--- config.mk ---
export PLATFORM = sky130hd
export DESIGN_NAME = keyed_value_table_unit
export DESIGN_NICKNAME = d
export VERILOG_FILES = /design/src/rtl/core/kvt_pkg.sv /design/src/rtl/core/kvt_ram.sv /design/src/rtl/core/kvt_match.sv /design/src/rtl/core/keyed_value_table_unit.sv
export SDC_FILE = /design/constraint.sdc
export NUM_CORES = 2
export LEC_CHECK = 0
export BUFFER_PORTS_ARGS = -buffer_cell sky130_fd_sc_hd__buf_2
export CAP_MARGIN = 10
export CORE_MARGIN = 5
export CORE_UTILIZATION = 62
export DETAILED_ROUTE_END_ITERATION = 12
export PLACE_DENSITY_LB_ADDON = 0.05
export SYNTH_ARGS = -nofsm -noshare
export SYNTH_HDL_FRONTEND = slang
export SYNTH_SLANG_ARGS = --single-unit
--- constraint.sdc ---
create_clock -name clk -period 8.48 [get_ports clk]
set_input_delay 1.696 -clock clk [delete_from_list [all_inputs] [get_ports clk]]
set_output_delay 1.696 -clock clk [all_outputs]
set_load 0.02 [all_outputs]
--- src/rtl/core/kvt_pkg.sv ---
// Shared types and codes for the keyed value table.
package kvt_pkg;

	// request operation codes
	typedef enum logic [1:0] {
		OP_INSERT  = 2'd0,
		OP_LOOKUP  = 2'd1,
		OP_RLOOKUP = 2'd2,
		OP_REMOVE  = 2'd3
	} op_t;

	// sequencer states
	typedef enum logic [2:0] {
		ST_CLEAR,
		ST_IDLE,
		ST_SCAN,
		ST_DRAIN,
		ST_FINISH
	} state_t;

	// result status codes
	localparam logic STATUS_DONE = 1'b0;
	localparam logic STATUS_FULL = 1'b1;

	// decisions of the compare unit for one entry read back from the table
	typedef struct packed {
		logic take_entry;
		logic take_free;
	} match_t;

endpackage

--- src/rtl/core/kvt_ram.sv ---
// Generic single write port RAM with a registered read port.
module kvt_ram #(
	parameter int WIDTH = 65,
	parameter int DEPTH = 32
) (
	input  logic                     clk,
	input  logic                     we,
	input  logic [$clog2(DEPTH)-1:0] waddr,
	input  logic [WIDTH-1:0]         wdata,
	input  logic [$clog2(DEPTH)-1:0] raddr,
	output logic [WIDTH-1:0]         rdata
);

	logic [WIDTH-1:0] mem_q [DEPTH];

	// write on enable, read every cycle
	always_ff @(posedge clk) begin
		if (we) begin
			mem_q[waddr] <= wdata;
		end
		rdata <= mem_q[raddr];
	end

endmodule

--- src/rtl/core/kvt_match.sv ---
// Shared compare unit: judges one table entry against the pending request.
module kvt_match #(
	parameter int KEY_BITS  = 32,
	parameter int DATA_BITS = 32
) (
	input  logic                        pend,
	input  kvt_pkg::op_t                op,
	input  logic                        e_valid,
	input  logic signed [KEY_BITS-1:0]  e_key,
	input  logic        [DATA_BITS-1:0] e_data,
	input  logic signed [KEY_BITS-1:0]  req_key,
	input  logic        [DATA_BITS-1:0] req_data,
	input  logic                        found,
	input  logic signed [KEY_BITS-1:0]  best_key,
	input  logic                        free_found,
	output kvt_pkg::match_t             match
);
	import kvt_pkg::*;

	logic key_eq;
	logic data_eq;
	logic key_gt;

	// one equality pair and one signed magnitude compare
	assign key_eq  = e_valid && (e_key == req_key);
	assign data_eq = e_valid && (e_data == req_data);
	assign key_gt  = e_key > best_key;

	// keep the first key match, or the largest key holding the data; mark the first free slot for an insert
	always_comb begin
		match = '0;
		if (pend) begin
			if (op == OP_RLOOKUP) begin
				match.take_entry = data_eq && (!found || key_gt);
			end else begin
				match.take_entry = key_eq && !found;
			end
			match.take_free = (op == OP_INSERT) && !e_valid && !free_found;
		end
	end

endmodule

--- src/rtl/core/keyed_value_table_unit.sv ---
// Top level of the keyed value table: sequencer, table RAM and result register.
//
// Associative table of up to DEPTH entries, each a signed key with a data word,
// keys unique. Requests insert or overwrite, look up by key, look up by data
// (largest signed key holding that data wins) or remove by key; one result beat
// per request. After reset the block sweeps the table RAM to mark every entry
// invalid, and holds req_stall high meanwhile. Each request then passes through
// the accept cycle, one RAM read per entry through the single read port, a drain
// state to compare the last entry, and a write-back state that updates the table
// and loads the result register. A result waiting on rsp_stall does not block the
// next accept, but the write-back of that next request waits for the result
// register to drain.
module keyed_value_table_unit #(
	parameter int DEPTH     = 32,
	parameter int KEY_BITS  = 32,
	parameter int DATA_BITS = 32
) (
	input  logic                        clk,
	input  logic                        arst_n,
	input  logic                        req_valid,
	output logic                        req_stall,
	input  kvt_pkg::op_t                operation,
	input  logic signed [KEY_BITS-1:0]  key_in,
	input  logic        [DATA_BITS-1:0] data_in,
	output logic                        rsp_valid,
	input  logic                        rsp_stall,
	output logic                        hit,
	output logic                        status,
	output logic signed [KEY_BITS-1:0]  key_out,
	output logic        [DATA_BITS-1:0] data_out
);
	import kvt_pkg::*;

	localparam int ADDR_BITS  = $clog2(DEPTH);
	localparam int CNT_BITS   = $clog2(DEPTH + 1);
	localparam int ENTRY_BITS = 1 + KEY_BITS + DATA_BITS;
	localparam logic [ADDR_BITS-1:0] LAST_ADDR = ADDR_BITS'(DEPTH - 1);
	localparam logic [CNT_BITS-1:0]  FULL_CNT  = CNT_BITS'(DEPTH);

	state_t state_q, state_d;

	logic [ADDR_BITS-1:0] addr_q;
	logic                 rd_pend_s1;
	logic [ADDR_BITS-1:0] rd_idx_s1;

	op_t                        op_q;
	logic signed [KEY_BITS-1:0] key_q;
	logic [DATA_BITS-1:0]       data_q;

	logic                        found_q;
	logic [ADDR_BITS-1:0]        slot_q;
	logic signed [KEY_BITS-1:0]  mkey_q;
	logic [DATA_BITS-1:0]        mdata_q;
	logic                        free_found_q;
	logic [ADDR_BITS-1:0]        free_slot_q;
	logic [CNT_BITS-1:0]         count_q;

	logic                        rsp_valid_q;
	logic                        hit_q;
	logic                        status_q;
	logic signed [KEY_BITS-1:0]  key_out_q;
	logic [DATA_BITS-1:0]        data_out_q;

	logic                        ram_we;
	logic [ADDR_BITS-1:0]        ram_waddr;
	logic [ENTRY_BITS-1:0]       ram_wdata;
	logic [ENTRY_BITS-1:0]       ram_rdata;

	logic                        e_valid;
	logic signed [KEY_BITS-1:0]  e_key;
	logic [DATA_BITS-1:0]        e_data;
	match_t                      match;

	logic accept;
	logic finish;
	logic ins_new;
	logic ins_full;

	// table storage: {valid, key, data} per entry
	kvt_ram #(
		.WIDTH (ENTRY_BITS),
		.DEPTH (DEPTH)
	) u_ram (
		.clk   (clk),
		.we    (ram_we),
		.waddr (ram_waddr),
		.wdata (ram_wdata),
		.raddr (addr_q),
		.rdata (ram_rdata)
	);

	assign e_valid = ram_rdata[ENTRY_BITS-1];
	assign e_key   = ram_rdata[KEY_BITS+DATA_BITS-1:DATA_BITS];
	assign e_data  = ram_rdata[DATA_BITS-1:0];

	kvt_match #(
		.KEY_BITS  (KEY_BITS),
		.DATA_BITS (DATA_BITS)
	) u_match (
		.pend       (rd_pend_s1),
		.op         (op_q),
		.e_valid    (e_valid),
		.e_key      (e_key),
		.e_data     (e_data),
		.req_key    (key_q),
		.req_data   (data_q),
		.found      (found_q),
		.best_key   (mkey_q),
		.free_found (free_found_q),
		.match      (match)
	);

	// classify an insert that found no existing key
	assign ins_new  = (op_q == OP_INSERT) && !found_q && free_found_q && (count_q < FULL_CNT);
	assign ins_full = (op_q == OP_INSERT) && !found_q && !ins_new;

	assign accept = (state_q == ST_IDLE) && req_valid;
	assign finish = (state_q == ST_FINISH) && (!rsp_valid_q || !rsp_stall);

	// next state, input stall and RAM write port
	always_comb begin
		state_d   = state_q;
		req_stall = 1'b1;
		ram_we    = 1'b0;
		ram_waddr = slot_q;
		ram_wdata = '0;
		unique case (state_q)
			ST_CLEAR: begin
				ram_we    = 1'b1;
				ram_waddr = addr_q;
				if (addr_q == LAST_ADDR) begin
					state_d = ST_IDLE;
				end
			end
			ST_IDLE: begin
				req_stall = 1'b0;
				if (req_valid) begin
					state_d = ST_SCAN;
				end
			end
			ST_SCAN: begin
				if (addr_q == LAST_ADDR) begin
					state_d = ST_DRAIN;
				end
			end
			ST_DRAIN: begin
				state_d = ST_FINISH;
			end
			ST_FINISH: begin
				if (finish) begin
					state_d = ST_IDLE;
					if (found_q && (op_q == OP_INSERT)) begin
						ram_we    = 1'b1;
						ram_wdata = {1'b1, key_q, data_q};
					end else if (ins_new) begin
						ram_we    = 1'b1;
						ram_waddr = free_slot_q;
						ram_wdata = {1'b1, key_q, data_q};
					end else if (found_q && (op_q == OP_REMOVE)) begin
						ram_we    = 1'b1;
						ram_wdata = '0;
					end
				end
			end
			default: begin
				state_d = ST_IDLE;
			end
		endcase
	end

	// hold state and scan counter
	always_ff @(posedge clk or negedge arst_n) begin
		if (!arst_n) begin
			state_q    <= ST_CLEAR;
			addr_q     <= '0;
			rd_pend_s1 <= 1'b0;
		end else begin
			state_q    <= state_d;
			rd_pend_s1 <= (state_q == ST_SCAN);
			if ((state_q == ST_CLEAR) || (state_q == ST_SCAN)) begin
				addr_q <= (addr_q == LAST_ADDR) ? '0 : addr_q + 1'b1;
			end
		end
	end

	// track the read index alongside the RAM latency
	always_ff @(posedge clk) begin
		rd_idx_s1 <= addr_q;
	end

	// latch the request beat
	always_ff @(posedge clk) begin
		if (accept) begin
			op_q   <= operation;
			key_q  <= key_in;
			data_q <= data_in;
		end
	end

	// advance the scan results
	always_ff @(posedge clk or negedge arst_n) begin
		if (!arst_n) begin
			found_q      <= 1'b0;
			free_found_q <= 1'b0;
		end else if (accept) begin
			found_q      <= 1'b0;
			free_found_q <= 1'b0;
		end else begin
			if (match.take_entry) begin
				found_q <= 1'b1;
			end
			if (match.take_free) begin
				free_found_q <= 1'b1;
			end
		end
	end

	always_ff @(posedge clk) begin
		if (match.take_entry) begin
			slot_q  <= rd_idx_s1;
			mkey_q  <= e_key;
			mdata_q <= e_data;
		end
		if (match.take_free) begin
			free_slot_q <= rd_idx_s1;
		end
	end

	// entry count follows inserts and removes
	always_ff @(posedge clk or negedge arst_n) begin
		if (!arst_n) begin
			count_q <= '0;
		end else if (finish) begin
			if (ins_new) begin
				count_q <= count_q + 1'b1;
			end else if (found_q && (op_q == OP_REMOVE) && (count_q != '0)) begin
				count_q <= count_q - 1'b1;
			end
		end
	end

	// result beat: valid flag
	always_ff @(posedge clk or negedge arst_n) begin
		if (!arst_n) begin
			rsp_valid_q <= 1'b0;
		end else if (finish) begin
			rsp_valid_q <= 1'b1;
		end else if (!rsp_stall) begin
			rsp_valid_q <= 1'b0;
		end
	end

	// result beat: payload
	always_ff @(posedge clk) begin
		if (finish) begin
			hit_q    <= found_q;
			status_q <= ins_full ? STATUS_FULL : STATUS_DONE;
			if (!found_q) begin
				key_out_q  <= '0;
				data_out_q <= '0;
			end else if (op_q == OP_INSERT) begin
				key_out_q  <= key_q;
				data_out_q <= data_q;
			end else begin
				key_out_q  <= mkey_q;
				data_out_q <= mdata_q;
			end
		end
	end

	assign rsp_valid = rsp_valid_q;
	assign hit       = hit_q;
	assign status    = status_q;
	assign key_out   = key_out_q;
	assign data_out  = data_out_q;

endmodule
Word level (Yosys, flattened, before mapping)
Memory sizes are Yosys's and may differ from the RTL's. A register that Yosys moved wholly into a read port is not among the register bits.
Cells that the tools add are included.
Widths: inputs -> output; s select.

operators by class
  equality and inequality tests = 14
  multiplexer cells = 35
  magnitude comparators = 2
  reductions and logical operators = 32
  add/subtract/negate cells = 3

operators by type and width
  kind                 count
  $mux 65              4
  $eq 32x32->1         2
  $mux 32              2
  $gt 32x32->1         1
  $mux 5               4
  $logic_and 1x1->1    15
  $mux 1               15
  $pmux 3 s5           1
  $mux 3               4
  $mux 6               2
  $pmux 5 s2           1
  $ne 2x2->1 const B   4
  $add 6x1->6 const B  1
  $eq 3x2->1 const B   2
  $logic_not 1->1      6
  $lt 6x6->1 const B   1
  $reduce_bool 2->1    3
  $reduce_bool 6->1    1
  $sub 6x1->6 const B  1
  $add 5x1->5 const B  1
  $eq 5x5->1 const B   1
  $eq 2x2->1 const B   2
  $reduce_and 4->1     1
  $eq 3x1->1 const B   1
  8 further kinds      10

storage, ports and cells
  output and inout port bits = 68
  bits in registers = 229
  memory bits (writable) = 2080
  input port bits = 70
  memories = 1
  word-level logic and storage cells = 106

memory list
  memory       depth  bits a word  read ports  clocked after Yosys merged registers in  write ports  line           RTL
  u_ram.mem_q  32     65           1           1                                        1            kvt_ram.sv:14  logic [WIDTH-1:0] mem_q [DEPTH];

Depth between registers and ports, before layout
  word-level depth = 10
  gate-level depth with buffers = 12
  gate-level depth less buffers = 10

Modules after synthesis
From an unflattened synthesis, not the netlist that was laid out.

unflattened totals
  cells, all modules = 3984
  area, all modules = 90705.7 µm²

by module, submodules not included
  module                  seq. area each (µm²)  cells each  area each (µm²)  instances
  kvt_ram                 63761.2               3147        80186.9          1
  keyed_value_table_unit  6736.5                621         8923.6           1
  kvt_match               0.0                   216         1595.3           1

Worst setup path before layout
No wires, ideal clock.

  path type = register to register
  from = register mkey_q[31]
  to = register mdata_q[0] (enable)
  library setup time = 0.591 ns
  arrival time = 6.897 ns
  period minus slack after synthesis = 7.489 ns
  slack = 0.991 ns
  stages on the path, launching flop included = 10
  path through = edfxtp_1 -> inv_1 -> ha_1 -> nand4_1 -> or4_1 -> or3_1 -> a21oi_1 -> a2111oi_0 -> xnor2_1 -> o21ai_0

RTL lines
  what                      line                           RTL
  start: declaration        keyed_value_table_unit.sv:52   logic signed [KEY_BITS-1:0] mkey_q;
  start signal: assignment  keyed_value_table_unit.sv:221  mkey_q <= e_key;
  end signal: assignment    keyed_value_table_unit.sv:222  mdata_q <= e_data;
  end: declaration          keyed_value_table_unit.sv:53   logic [DATA_BITS-1:0] mdata_q;

Worst setup path in the final report
  from = input rsp_stall
  to = memory u_ram.mem_q[28][26] (enable)

between the ends
  longest elaborated chain between the ends = 7

ends and longest elaborated chain
  what                          line                           RTL
  start: declaration            keyed_value_table_unit.sv:26   input logic rsp_stall,
  $logic_not 1->1 (*)           --
  $logic_or 1x1->1 (*)          keyed_value_table_unit.sv:118  assign finish = (state_q == ST_FINISH) && (!rsp_valid_q || !rsp_stall);
  $logic_and 1x1->1 (*)         keyed_value_table_unit.sv:118
  $mux 1                        keyed_value_table_unit.sv:150  if (finish) begin
  $pmux 1 s2                    keyed_value_table_unit.sv:127  unique case (state_q)
  $mux 1                        kvt_ram.sv:18                  if (we) begin
  $mux 1 (not written as such)  kvt_ram.sv:19                  mem_q[waddr] <= wdata;
  end: declaration              kvt_ram.sv:14

Mark *: on every way between the ends. The rest lies on a longest branch, timed or not.

==> flow_summary.ini <==
[clock_tree]
post_cts_resized = 0
clock-sinks = 2374
cts-buffers-inserted = 227
cts_tree = built
insertion_delay_ns = 0.84
postCtsSetupRepairBufs = 0
cts.path.max_buffers = 3
cts_hold_buf = 0
clk_pin_slew_ns = 0.06
cts_root_buf = clkbuf_16
cts_max_level = 4

[global_routing]
antenna_found_initial = 10
overflow = 0
grt_pass1_wl_mm = 315
grt_pass1_vias = 42300
grtUsageTotal_pct = 29.6
grt_max_degree = 124

[setup_path]
critPathMaxFanout = 26
critPathRequiredTime_ns = 8.93
path_class = primary input to flip-flop
end_kind = flip-flop
cp.arrival_ns = 5.57
startpoint_type = primary input

[hold_path]
hold_class = flip-flop to flip-flop

[synthesis]
synth_flop_cell = edfxtp_1
synth_seq_cells = 2374
synth-edff-count = 2286
seq_area_frac_synth_pct = 77.8
async_reset_ff_share_pct = 0.758
syn_avg_cell_area_um2 = 23.2
yosysUniqueCellTypes = 49
synthCells = 3907
syn_nets = 4016
yosysWarnings = 0
syn_area_um2 = 90600

[timing]
setup_violations = 0
maxSlewHeadroom_pct = 15.0
tns_ns = 0
clock.fmax_ghz = 0.195
finalHoldViolCount = 0
maxSlewViolCount = 0
rsz0062_at_grt = no
tightestPinTransition_ns = 1.28
period_minus_slack_ns = 5.12
hold_ws_ns = 0.432
post-route-period-util_pct = 60.4
worst_clock_skew_ns = 0.0341

[floorplan]
die_area_um2 = 154000
design.core.area_um2 = 145000
rows = 140
die_y_um = 392
ios = 138
start_util_pct = 62.3
dieWidth_um = 392

[detailed_routing]
firstDrtPassIters = 6
num_vias = 42200
routed_wl_mm = 223
drt_iter0_markers = 5675
drc = 0
wl_per_cell_um = 35.4
ant_nets = 0
avgViaCountPerCell = 6.70

[place]
dpl.hpwl_mm = 120
place_area_um2 = 94000
io_buffers = 137
place_congestion = 0.840

[layout]
fillers = 8767
syn2layout_area_growth_pct = 12.0
drive_gt1_share_pct = 30.3
design_area_um2 = 101000
nNetsFinal = 4288

[power_and_ir_drop]
power_density_nw_per_um2 = 328
vdd.ir_drop.worst_mv = 0.277
leakagePower_nw = 31.9

[run_status]
outcome = completed

[run]
cap_viol_max_count = 0
==> worst max-delay path, stage by stage <==
cell and delay (ns):
buf_2 0.10, nand2_1 0.29, nand4_1 0.39, mux2_2 0.40, a22oi_1 0.19, and2_1 0.18, nand2_1 0.49, nor2_4 1.12
buf_4 0.59
==> power by group <==
part | switching, W | leakage, nW | internal [W]
sequential | 0.000696 | 21.2 | 0.0140
clock | 0.00423 | 3.63 | 0.00576
combinational | 0.00451 | 7.07 | 0.00404
==> Yosys cell counts (14+ instances only) <==
library cell,n,area (µm²)
nor4_1,16,100
nand4_1,14,87.6
buf_1,27,101
a21oi_1,22,110
o21ai_0,15,75.1
inv_1,41,154
dfrtp_1,18,450
nand2_1,158,593
xnor2_1,18,158
xor2_1,51,447
mux2_2,67,754
dfxtp_1,70,1400
buf_2,39,195
a21boi_0,64,480
mux4_2,650,14600
edfxtp_1,2286,68600
nor2_1,50,188
ha_1,38,475
clkbuf_1,99,372
nand3_1,16,80.1
and2_1,66,413
==> sequential cells by signal, summed over array words and instances (netlist names) <==
| register | cells |
|---|---|
| free_slot_q | 5 |
| mdata_q | 32 |
| rd_idx_s1 | 5 |
| data_q | 32 |
| key_out | 32 |
| status | 1 |
| rd_pend_s1 | 1 |
| mkey_q | 32 |
| state_q | 3 |
| key_q | 32 |
| slot_q | 5 |
| data_out | 32 |
| rsp_valid | 1 |
| u_ram.mem_q | 2080 |
| free_found_q | 1 |
| count_q | 6 |
| found_q | 1 |
| u_ram.rdata | 65 |
| hit | 1 |
| addr_q | 5 |
| op_q | 2 |
==> cell usage in the layout (no fill, tap or decap), drive strengths merged, types with 18 or more instances in the layout <==
master	instances
a21boi	64
a21oi	22
and2	66
buf	231
bufinv	19
clkbuf	321
clkinv	74
dfrtp	18
dfxtp	70
edfxtp	2286
ha	38
inv	52
mux2	67
mux4	650
nand2	158
nor2	50
xnor2	18
xor2	51
==> metrics by stage <==
step / utilization, % / cells / setup WS (ns) / power [W]
global route: 69.8 / 6296 / 3.33 / 0.0345
global placement: 64.7 / 5865 / 2.73 / 0.0235
finish: 69.8 / 6299 / 3.36 / 0.0333
CTS: 69.7 / 6294 / 3.52 / 0.0335
detailed placement: 64.7 / 5865 / 2.67 / 0.0235
floorplan: - / 3907 / 0.991 / 0.0208
==> layout make-up <==
class | count | area (µm²) | share of cell area [%]
Sequential cell | 2374 | 70500 | 69.5
Multi-Input combinational cell | 1304 | 19300 | 19.0
Clock buffer | 321 | 6330 | 6.24
Tap cell | 1917 | 2400 | 2.36
Timing Repair Buffer | 231 | 1660 | 1.64
Clock inverter | 108 | 1060 | 1.05
Inverter | 41 | 156 | 0.154
Antenna cell | 3 | 7.51 | 0.00740
==> layer usage <==
| metal | wire length (µm) | global-route usage [%] |
|---|---|---|
| met5 | 0 | 0 |
| met1 | 85700 | 43.0 |
| met2 | 105000 | 44.9 |
| met4 | 5430 | 7.64 |
| met3 | 26600 | 9.54 |
==> path summary, 6_finish.rpt <==
check	from	end	slack, ns	cells after the start
max in group asynchronous	arst_n	addr_q[0]	7.24	1
worst max-delay path	rsp_stall	u_ram.mem_q[28][26]	3.36	9
worst max register to register	state_q[2]	u_ram.mem_q[28][26]	3.50	8
worst min register to register	rd_idx_s1[3]	slot_q[3]	0.43	0
min in group asynchronous	arst_n	found_q	0.84	1
worst min-delay path	rd_idx_s1[3]	slot_q[3]	0.43	0
==> logic make-up (layout without fill, tap and decap cells) <==
family	count (synthesis)	count (layout)	synth area share, %
XOR/XNOR	69	69	0.667
other	0	3	0
buffers and inverters	229	701	1.14
adder cells (fa/ha/maj)	39	39	0.547
AO/OA/AOI/OAI	128	128	0.962
multiplexers	720	720	17.0
flip-flops	2374	2374	77.8
AND/OR/NAND/NOR	348	348	1.81
No activity file was read; power rests on OpenSTA's default activity.
